<file path="config.mk">
export PLATFORM = sky130hd
export DESIGN_NAME = zero_byte_pack_encoder
export DESIGN_NICKNAME = d
export VERILOG_FILES = /design/src/design/zbp_pkg.sv /design/src/design/zbp_front.sv /design/src/design/zbp_desc_fifo.sv /design/src/design/zbp_back.sv /design/src/design/zero_byte_pack_encoder.sv
export SDC_FILE = /design/constraint.sdc
export NUM_CORES = 1
export LEC_CHECK = 0
export ABC_AREA = 1
export BUFFER_PORTS_ARGS = -buffer_cell sky130_fd_sc_hd__buf_2
export CAP_MARGIN = 20
export CORE_AREA = 2 2 138 140
export DETAILED_ROUTE_END_ITERATION = 16
export DIE_AREA = 0 0 140 142
export GPL_TIMING_DRIVEN = 0
export MAX_ROUTING_LAYER = met4
export PLACE_DENSITY = 0.69
export SLEW_MARGIN = 30
export SYNTH_ARGS = -nofsm -noshare
export SYNTH_HDL_FRONTEND = slang
export SYNTH_SLANG_ARGS = --single-unit
</file>
<file path="constraint.sdc">
create_clock -name clk -period 6.8 [get_ports clk]
set_clock_uncertainty 0.15 [all_clocks]
set_input_delay 1.36 -clock clk [delete_from_list [all_inputs] [get_ports clk]]
set_output_delay 1.36 -clock clk [all_outputs]
set_load 0.01 [all_outputs]
</file>
<file path="src/design/zbp_pkg.sv">
// Shared types and constants for the zero-byte pack encoder.
package zbp_pkg;

	localparam int GROUP_SIZE = 8;
	localparam int SLOT_W     = $clog2(GROUP_SIZE);
	localparam int COUNT_W    = SLOT_W + 1;
	localparam int BANK_COUNT = 2;
	localparam int BANK_W     = $clog2(BANK_COUNT);
	localparam int FIFO_CNT_W = $clog2(BANK_COUNT + 1);

	typedef struct packed {
		logic [7:0] data_byte;
		logic       message_end;
	} in_item_t;

	typedef struct packed {
		logic [7:0] out_byte;
		logic       is_bitmap;
		logic       group_last;
		logic       packed_end;
	} out_item_t;

	// One closed group waiting for the back end.
	typedef struct packed {
		logic [GROUP_SIZE-1:0] bitmap;
		logic [COUNT_W-1:0]    count;
		logic                  msg_end;
	} group_desc_t;

	// Write into the kept-byte banks.
	typedef struct packed {
		logic              en;
		logic [BANK_W-1:0] bank;
		logic [SLOT_W-1:0] slot;
		logic [7:0]        data;
	} kept_wr_t;

endpackage

</file>
<file path="src/design/zbp_front.sv">
// Front end: takes bytes, builds the group bitmap and closes groups.
module zbp_front import zbp_pkg::*; (
	input  logic        clk,
	input  logic        arst_n,
	input  logic        data_valid,
	output logic        data_ready,
	input  in_item_t    data,
	input  logic        fifo_full,
	output logic        push,
	output group_desc_t push_desc,
	output kept_wr_t    kept_wr
);

	logic [SLOT_W-1:0]     pos_q;
	logic [GROUP_SIZE-1:0] map_q;
	logic [COUNT_W-1:0]    cnt_q;
	logic [BANK_W-1:0]     bank_q;

	logic                  accept;
	logic                  nonzero;
	logic                  close;
	logic [GROUP_SIZE-1:0] map_n;
	logic [COUNT_W-1:0]    cnt_n;

	// the open group always owns a free bank unless both are queued
	assign data_ready = !fifo_full;
	assign accept     = data_valid && data_ready;
	assign nonzero    = (data.data_byte != 8'd0);
	assign close      = (pos_q == SLOT_W'(GROUP_SIZE - 1)) || data.message_end;

	always_comb begin
		map_n = map_q;
		cnt_n = cnt_q;
		if (nonzero) begin
			map_n = map_q | (GROUP_SIZE'(1) << pos_q);
			cnt_n = cnt_q + COUNT_W'(1);
		end
	end

	assign push              = accept && close;
	assign push_desc.bitmap  = map_n;
	assign push_desc.count   = cnt_n;
	assign push_desc.msg_end = data.message_end;

	assign kept_wr.en   = accept && nonzero;
	assign kept_wr.bank = bank_q;
	assign kept_wr.slot = cnt_q[SLOT_W-1:0];
	assign kept_wr.data = data.data_byte;

	always_ff @(posedge clk or negedge arst_n) begin
		if (!arst_n) begin
			pos_q  <= '0;
			map_q  <= '0;
			cnt_q  <= '0;
			bank_q <= '0;
		end else if (accept) begin
			if (close) begin
				pos_q  <= '0;
				map_q  <= '0;
				cnt_q  <= '0;
				bank_q <= bank_q + BANK_W'(1);
			end else begin
				pos_q <= pos_q + SLOT_W'(1);
				map_q <= map_n;
				cnt_q <= cnt_n;
			end
		end
	end

endmodule

</file>
<file path="src/design/zbp_desc_fifo.sv">
// Short queue of closed-group descriptors between front and back.
module zbp_desc_fifo import zbp_pkg::*; (
	input  logic              clk,
	input  logic              arst_n,
	input  logic              push,
	input  group_desc_t       push_desc,
	input  logic              pop,
	output logic              full,
	output logic              head_valid,
	output group_desc_t       head_desc,
	output logic [BANK_W-1:0] head_bank
);

	group_desc_t               entry_q [BANK_COUNT];
	logic [BANK_W-1:0]         wr_ptr_q;
	logic [BANK_W-1:0]         rd_ptr_q;
	logic [FIFO_CNT_W-1:0]     count_q;

	assign full       = (count_q == FIFO_CNT_W'(BANK_COUNT));
	assign head_valid = (count_q != '0);
	assign head_desc  = entry_q[rd_ptr_q];
	// entry n owns kept-byte bank n
	assign head_bank  = rd_ptr_q;

	always_ff @(posedge clk) begin
		if (push) begin
			entry_q[wr_ptr_q] <= push_desc;
		end
	end

	always_ff @(posedge clk or negedge arst_n) begin
		if (!arst_n) begin
			wr_ptr_q <= '0;
			rd_ptr_q <= '0;
			count_q  <= '0;
		end else begin
			if (push) begin
				wr_ptr_q <= wr_ptr_q + BANK_W'(1);
			end
			if (pop) begin
				rd_ptr_q <= rd_ptr_q + BANK_W'(1);
			end
			if (push && !pop) begin
				count_q <= count_q + FIFO_CNT_W'(1);
			end else if (pop && !push) begin
				count_q <= count_q - FIFO_CNT_W'(1);
			end
		end
	end

endmodule

</file>
<file path="src/design/zbp_back.sv">
// Back end: kept-byte banks and the output sequencer (bitmap, then bytes).
module zbp_back import zbp_pkg::*; (
	input  logic              clk,
	input  logic              arst_n,
	input  kept_wr_t          kept_wr,
	input  logic              head_valid,
	input  group_desc_t       head_desc,
	input  logic [BANK_W-1:0] head_bank,
	output logic              pop,
	output logic              result_valid,
	input  logic              result_ready,
	output out_item_t         result
);

	localparam int MEM_DEPTH = BANK_COUNT * GROUP_SIZE;

	logic [7:0]         kept_mem [MEM_DEPTH];
	// 0: bitmap next, k: kept byte k-1 next
	logic [COUNT_W-1:0] idx_q;
	logic               out_valid_q;
	out_item_t          out_q;

	logic               advance;
	logic               emit;
	logic               is_bm;
	logic               last;
	logic [SLOT_W-1:0]  slot;

	assign advance = !out_valid_q || result_ready;
	assign emit    = advance && head_valid;
	assign is_bm   = (idx_q == '0);
	assign last    = (idx_q == head_desc.count);
	assign slot    = SLOT_W'(idx_q - COUNT_W'(1));
	assign pop     = emit && last;

	always_ff @(posedge clk) begin
		if (kept_wr.en) begin
			kept_mem[{kept_wr.bank, kept_wr.slot}] <= kept_wr.data;
		end
	end

	// output register doubles as the bank read register
	always_ff @(posedge clk) begin
		if (emit) begin
			out_q.out_byte   <= is_bm ? head_desc.bitmap : kept_mem[{head_bank, slot}];
			out_q.is_bitmap  <= is_bm;
			out_q.group_last <= last;
			out_q.packed_end <= last && head_desc.msg_end;
		end
	end

	always_ff @(posedge clk or negedge arst_n) begin
		if (!arst_n) begin
			idx_q       <= '0;
			out_valid_q <= 1'b0;
		end else begin
			if (advance) begin
				out_valid_q <= head_valid;
			end
			if (emit) begin
				idx_q <= last ? '0 : idx_q + COUNT_W'(1);
			end
		end
	end

	assign result_valid = out_valid_q;
	assign result       = out_q;

endmodule

</file>
<file path="src/design/zero_byte_pack_encoder.sv">
// Zero-byte pack encoder top level.
// Bytes enter on the data channel, one per cycle while a group bank is free;
// two banks hold the kept bytes of the open and closed groups, so the front end
// can fill one group while the back end drains the other. The result channel gives at
// most one byte per cycle: a group with n nonzero bytes gives 1 + n output
// bytes (bitmap first), so a message of all-nonzero bytes gives 9 output bytes
// per 8 input bytes. The bitmap of a closed group passes through the descriptor
// queue and then the output register to the result port. No reset-time clearing
// pass is needed.
module zero_byte_pack_encoder import zbp_pkg::*; (
	input  logic      clk,
	input  logic      arst_n,
	input  logic      data_valid,
	output logic      data_ready,
	input  in_item_t  data,
	output logic      result_valid,
	input  logic      result_ready,
	output out_item_t result
);

	logic              fifo_full;
	logic              push;
	group_desc_t       push_desc;
	kept_wr_t          kept_wr;
	logic              pop;
	logic              head_valid;
	group_desc_t       head_desc;
	logic [BANK_W-1:0] head_bank;

	zbp_front u_front (
		.clk        (clk),
		.arst_n     (arst_n),
		.data_valid (data_valid),
		.data_ready (data_ready),
		.data       (data),
		.fifo_full  (fifo_full),
		.push       (push),
		.push_desc  (push_desc),
		.kept_wr    (kept_wr)
	);

	zbp_desc_fifo u_fifo (
		.clk        (clk),
		.arst_n     (arst_n),
		.push       (push),
		.push_desc  (push_desc),
		.pop        (pop),
		.full       (fifo_full),
		.head_valid (head_valid),
		.head_desc  (head_desc),
		.head_bank  (head_bank)
	);

	zbp_back u_back (
		.clk          (clk),
		.arst_n       (arst_n),
		.kept_wr      (kept_wr),
		.head_valid   (head_valid),
		.head_desc    (head_desc),
		.head_bank    (head_bank),
		.pop          (pop),
		.result_valid (result_valid),
		.result_ready (result_ready),
		.result       (result)
	);

endmodule

</file>
==> results of run 1 <==
[cell families after synthesis]
kind of cell    share of synthesized area (%)
flops                                    69.0
xor+xnor                                0.974
fa+ha+maj                                2.01
buf+inv                                  4.14
compound gates                           1.70
simple gates                             22.2
[final timing paths]
path	endpoint	depth (start not counted)	start	slack [ns]
setup / recovery	u_back.kept_mem[8][1]	7	data[2]	3.74
hold / removal	u_front.map_q[7]	2	u_front.map_q[7]	0.33
setup reg to reg	u_back.result[5]	15	u_back.idx_q[0]	3.86
hold reg to reg	u_front.map_q[7]	2	u_front.map_q[7]	0.33
max in group asynchronous	u_front.cnt_q[2]	1	arst_n	5.31
min in group asynchronous	u_back.idx_q[3]	1	arst_n	0.78
[flip-flops by register name (all words and copies together) (netlist names)]
signal	count
u_fifo.wr_ptr_q	1
u_back.kept_mem	128
u_fifo.head_bank	1
u_back.result_valid	1
u_back.idx_q	4
u_front.map_q	8
u_back.result	11
u_fifo.entry_q	26
u_front.pos_q	3
u_front.cnt_q	4
u_front.bank_q	1
u_fifo.count_q	2
[critical path: stages]
cell and delay, ns:
buf_2 0.35, nor2_1 0.10, nand2_1 0.09, nor2_2 0.07
nor2_1 0.15, nand2_1 0.20, nor2_1 0.64
[layer usage]
| metal | wire length, µm | part of all wire, % |
|---|---|---|
| met1 | 7760 | 43 |
| met2 | 8290 | 46 |
| met3 | 1340 | 7.4 |
| met4 | 657 | 3.6 |
| met5 | 0 | 0 |
[power groups by stage]
stage / Sequential [mW] / Combinational (mW) / Clock [mW]
2_1_floorplan: 1.59 / 1.09 / 0
3_3_place_gp: 1.58 / 1.63 / 0
3_5_place_dp: 1.59 / 1.66 / 0
4_1_cts: 1.56 / 1.67 / 0.924
5_1_grt: 1.58 / 1.85 / 0.974
6_report: 1.56 / 1.68 / 0.912
[placed cells by master, fill, tap and decap left out, drive strengths merged]
cell type | Yosys | final
clkinv | 0 | 8
a21o | 1 | 1
xor2 | 8 | 8
buf | 27 | 52
o21ai | 14 | 14
a21oi | 10 | 10
nor2 | 33 | 33
o22ai | 1 | 1
nand3 | 111 | 111
nand2 | 287 | 287
edfxtp | 165 | 165
inv | 39 | 43
clkinvlp | 0 | 2
clkbuf | 2 | 20
xnor2 | 1 | 1
nand4 | 1 | 1
ha | 13 | 13
dfrtp | 25 | 25
[layout make-up]
type | instances | area share (%)
clock buffers | 18 | 4.74
plain buffers | 29 | 2.09
repair buffers | 25 | 1.38
multi-input cells | 480 | 24.1
well taps | 234 | 3.23
flip-flops and latches | 190 | 61.6
clock inverters | 14 | 1.24
inverters | 39 | 1.62
==> results.py, run 1 <==
metrics = {
    "clock_tree": {
        "clock_tree.buffer_depth": 2,
        "cts.sink_count": 190,
        "tritoncts_clock_tree": "built",
        "path_clk_slew_ns": 0.06,
        "cts.htree.levels": 4,
        "post_cts_resize_count": 0,
        "post-cts-setup-buffers": 0,
        "numCtsBuffers": 17,
        "post_cts_hold_buffer_count": 0,
        "clock_tree.root_cell": "clkbuf_16",
        "clk-insertion-delay-late_ns": 0.44,
    },
    "sta": {
        "worst_slew_pin_slew_ns": 0.826,
        "max-slew-margin-rel_pct": 44.9,
        "final-hold-violation-count": 0,
        "number_of_pins_exceeding_their_max_slew_limit_in_the_final_report": 0,
        "clock.fmax_mhz": 327,
        "layout_worst_path_cycle_share_pct": 45.0,
        "min_period_ns": 3.06,
        "holdWs_ns": 0.333,
        "setup_total_negative_slack_ns": 0,
        "postLayoutSetupSlackWorst_ns": 3.74,
        "setup_violations": 0,
        "grt_setup_unrepaired": "false",
    },
    "cells_and_area": {
        "flow.area_growth_from_synthesis_pct": 11.9,
        "finalNetCount": 808,
        "multiInputGateArea_um2": 2180,
        "final-instance-count-excl-fill": 1029,
        "layout.cell_area.non_filler_um2": 9050,
        "layout.core_utilization_pct": 49.1,
        "fillerInstances": 1555,
        "final-seq-area_um2": 5580,
        "insertedDiodeCount": 0,
        "post_route_cells_drive_above_1_share_pct": 11.9,
    },
    "grt": {
        "grt_start_max_net_pins": 26,
        "grt_antenna_before_repair": 0,
        "grt_total_ovfl": 0,
        "grt_pass1_wl_mm": 27.6,
        "busiest_layer": "met2",
        "grtUsageMet1_pct": 25.5,
        "use_met3_pct": 5.52,
        "grt_usage_pct": 19.5,
        "use_met2_pct": 28.5,
        "first_global_vias": 5009,
    },
    "worst_hold_path": {
        "min-delay-path-class": "reg -> reg",
    },
    "yosys": {
        "synth_top_area_share_pct": 61.2,
        "syn_nets": 764,
        "synth_area_leader_cell": "edfxtp_1",
        "synth.most_common_cell": "nand2_1",
        "post_synth.cell_area_avg_um2": 11.0,
        "synth-seq-cells": 190,
        "async_flop_share_pct": 13.2,
        "netlist_instances": 738,
        "synth.cell_area_um2": 8090,
        "largest_cells_by_area_after_synthesis": "edfxtp_1 (61%), nand2_1 (13%), dfrtp_1 (7.7%)",
        "synth_cell_type_count": 26,
        "seq_area_frac_synth_pct": 69.0,
        "synth_edf_count": 165,
        "ys.flop_type": "edfxtp_1",
        "synthesis.yosys.warnings": 0,
        "most_frequent_cells_after_synthesis": "nand2_1 (284), edfxtp_1 (165), nand3_1 (110)",
    },
    "power": {
        "total_power_mw": 4.15,
        "power.share.combinational_pct": 40.4,
        "p_sw_share_pct": 40.8,
        "irDropWorstVdd_mv": 0.206,
        "power.sequential.fraction_pct": 37.6,
        "power_frac_clock_pct": 21.9,
        "internal_power_mw": 2.46,
        "power_leakage_nw": 3.69,
        "p_per_area_nw_per_um2": 459,
        "net-switching-power_mw": 1.70,
    },
    "floorplanning": {
        "die_outline_area_um2": 19900,
        "core_region_area_um2": 18500,
        "chipWidth_um": 140,
        "ioPinCount": 26,
        "chipHeight_um": 142,
        "initial_utilization_pct": 43.8,
        "placementRows": 50,
    },
    "job": {
        "cap_violations": 0,
    },
    "setup_path": {
        "required_ns": 6.72,
        "cp.arrival_ns": 2.98,
        "cp-end-kind": "register",
        "critical_path.max_fanout": 17,
        "critical_setup_path_class": "in -> reg",
        "startpoint_type": "input pin",
    },
    "run_status": {
        "outcome": "finished, violations left",
        "violations_in_the_final_reports": "DRC",
    },
    "detailed_routing": {
        "drt_wl_total_mm": 18.1,
        "routed_antenna_nets": 0,
        "drc_violation_total_after_the_first_tritonroute_iteration": 526,
        "vias": 5268,
        "routedWlPerCell_um": 17.5,
        "post-route-drc-count": 1,
        "first_pass_detailed_route_iteration_total": 11,
        "vias_per_cell": 5.12,
    },
    "placement": {
        "dp_worst_setup_slack_ns": 3.27,
        "placed_cell_areas_um2": 8510,
        "detailed_place_hpwl_mm": 12.2,
        "placed_cells_incl_taps": 997,
        "placement.io_buffers": 25,
        "routabilityCongestion": 0.910,
    },
}
No activity file was read; power rests on OpenSTA's default activity.
==> inputs of run 2 (changes only) <==
==> constraint.sdc (replaced) <==
create_clock -name clk -period 2.85 [get_ports clk]
set_clock_uncertainty 0.15 [all_clocks]
set_input_delay 0.57 -clock clk [delete_from_list [all_inputs] [get_ports clk]]
set_output_delay 0.57 -clock clk [all_outputs]
set_load 0.01 [all_outputs]
==> run 2 against run 1 <==
  * The run ends with DRC, hold timing left
  * Worst hold slack lost 0.35 ns
  * Critical path depth grew 7
  * Clock power grew 140%
  * Sequential share of layout area shrank 0.19 points
  * Register-to-register slack lost 3.7 ns
  * Sequential power grew 140%
  * Combinational power grew 140%
  * Wire length grew 0.18%
  * Critical path type is now reg -> reg
  * Global-route usage is essentially flat
==> results.py, run 2 (synthesis results as in run 1) <==
metrics = {
    "sta": {
        "layout_worst_path_cycle_share_pct": 96.0,
        "clock.fmax_mhz": 366,
        "max-slew-margin-rel_pct": 44.2,
        "grt_setup_unrepaired": "false",
        "setup_violations": 0,
        "setup_total_negative_slack_ns": 0,
        "number_of_pins_exceeding_their_max_slew_limit_in_the_final_report": 0,
        "final-hold-violation-count": 21,
        "min_period_ns": 2.73,
        "worst_slew_pin_slew_ns": 0.838,
        "holdWs_ns": -0.0147,
    },
    "cells_and_area": {
        "fillerInstances": 1551,
        "final-instance-count-excl-fill": 1029,
        "flow.area_growth_from_synthesis_pct": 12.3,
        "finalNetCount": 808,
        "layout.core_utilization_pct": 49.2,
        "registers.top_by_ff_count": "u_back.kept_mem",
        "final_cell_mix": "nand2_1 (283), edfxtp_1 (165), nand3_1 (110)",
        "largest_reg_flops": 128,
        "post_route_cells_drive_above_1_share_pct": 12.6,
        "layout.cells.most_common": "nand2_1",
        "insertedDiodeCount": 0,
    },
    "floorplanning": {
        "initial_utilization_pct": 43.8,
        "core_region_area_um2": 18500,
        "die_outline_area_um2": 19900,
        "chipHeight_um": 142,
        "placementRows": 50,
        "ioPinCount": 26,
        "chipWidth_um": 140,
    },
    "setup_path": {
        "cp-end-kind": "register",
        "regToRegEndpoint": "u_back.result[9]",
        "cp.arrival_ns": 2.78,
        "worst-r2r-setup-slack_ns": 0.12,
        "startpoint_type": "register",
        "worstReg2RegStart": "u_back.idx_q[0]",
        "r2r.worst_path.cells": 14,
        "critical_path.max_fanout": 10,
        "critical_setup_path_class": "reg -> reg",
        "required_ns": 2.90,
    },
    "grt": {
        "grt_antenna_before_repair": 0,
        "grt_usage_pct": 19.5,
        "first_global_vias": 5004,
        "grt_pass1_wl_mm": 27.6,
        "grt_total_ovfl": 0,
        "grt_start_max_net_pins": 26,
    },
    "clock_tree": {
        "tritoncts_clock_tree": "built",
        "post_cts_hold_buffer_count": 0,
        "path_clk_slew_ns": 0.07,
        "cts.htree.levels": 4,
        "clock_tree.root_cell": "clkbuf_16",
        "clock_tree.buffer_depth": 2,
        "numCtsBuffers": 17,
        "cts.sink_count": 190,
        "clk-insertion-delay-late_ns": 0.44,
    },
    "power": {
        "power.share.combinational_pct": 41.0,
        "power_frac_clock_pct": 21.7,
        "p_sw_share_pct": 40.7,
        "power_leakage_nw": 3.70,
        "power.sequential.fraction_pct": 37.2,
        "internal_power_mw": 5.94,
        "total_power_mw": 10.0,
        "net-switching-power_mw": 4.08,
        "p_per_area_nw_per_um2": 1100,
        "irDropWorstVdd_mv": 0.492,
    },
    "detailed_routing": {
        "vias": 5259,
        "routedWlPerCell_um": 17.6,
        "post-route-drc-count": 1,
        "routed_antenna_nets": 0,
        "drc_violation_total_after_the_first_tritonroute_iteration": 539,
        "first_pass_detailed_route_iteration_total": 12,
        "vias_per_cell": 5.11,
        "drt_wl_total_mm": 18.1,
    },
    "worst_hold_path": {
        "min-delay-path-class": "in -> async",
    },
    "placement": {
        "placement.io_buffers": 25,
        "routabilityCongestion": 0.910,
        "placed_cells_incl_taps": 997,
        "detailed_place_hpwl_mm": 12.2,
    },
    "run_status": {
        "violations_in_the_final_reports": "DRC, hold timing",
        "outcome": "finished, violations left",
    },
    "job": {
        "cap_violations": 0,
    },
}
run 2: cell counts in the layout (fill, tap and decap cells not counted):
No cell type changed its count.
run 2: timing repair:
item,CTS,global route
setup endpoints to repair,8,8
resized for setup,5,8
setup buffers,0,0
hold endpoints to repair,0,0
run 2: critical path, cell delays in order, from the launching register on:
cell and delay (ns):
dfrtp_1 0.37, buf_4 0.18, inv_2 0.06, buf_6 0.15, buf_6 0.15, ha_1 0.27
buf_2 0.23, buf_2 0.29, nand3_1 0.11, nand3_1 0.13, nand2_1 0.08, nand2_1 0.08
nand2_1 0.11, nand2_1 0.08, nand2_1 0.05
run 2: metrics by stage:
step / area (µm²) / setup WS, ns
floorplan: 8090 / 0.611
global placement: 8510 / -0.0407
detailed placement: 8510 / -0.0312
CTS: 9060 / 0.0272
global route: 9080 / 0.00382
finish: 9080 / 0.115
run 2: layout make-up:
cell class              count  area [µm²]  share of cell area (%)
well taps                 234         293                    3.22
repair buffers             25         125                    1.38
plain buffers              29         211                    2.33
multi-input cells         480        2180                    24.0
inverters                  39         149                    1.64
clock inverters            14         113                    1.24
clock buffers              18         429                    4.73
flip-flops and latches    190        5580                    61.4
run 2: routing by layer:
| layer | routed length [µm] | GRT usage, % | vias up |
|---|---|---|---|
| li1 | - | - | 2575 |
| met1 | 7750 | 25.5 | 2475 |
| met2 | 8350 | 28.5 | 172 |
| met5 | 0 | - | - |
| met3 | 1370 | 5.69 | 37 |
| met4 | 620 | 8.61 | 0 |
run 2: worst max-delay path by stage:
stage,depth (start not counted),slack [ns],end,startpoint
after floorplan,15,0.61,u_back.result[10],u_back.idx_q[0]
after global placement,14,-0.04,u_back.result[10],u_back.idx_q[0]
after detailed placement,15,-0.03,u_back.result[5],u_back.idx_q[0]
after CTS,15,0.03,u_back.result[5],u_back.idx_q[0]
after global routing,15,0.004,u_back.result[8],u_back.idx_q[0]
final,14,0.12,u_back.result[9],u_back.idx_q[0]
run 2: power groups by stage:
stage | logic [mW] | registers (mW) | clock network, mW
after floorplan | 2.60 | 3.79 | 0
after global placement | 3.89 | 3.78 | 0
after detailed placement | 3.96 | 3.79 | 0
after CTS | 4.01 | 3.73 | 2.20
after global routing | 4.52 | 3.77 | 2.32
final | 4.11 | 3.73 | 2.18
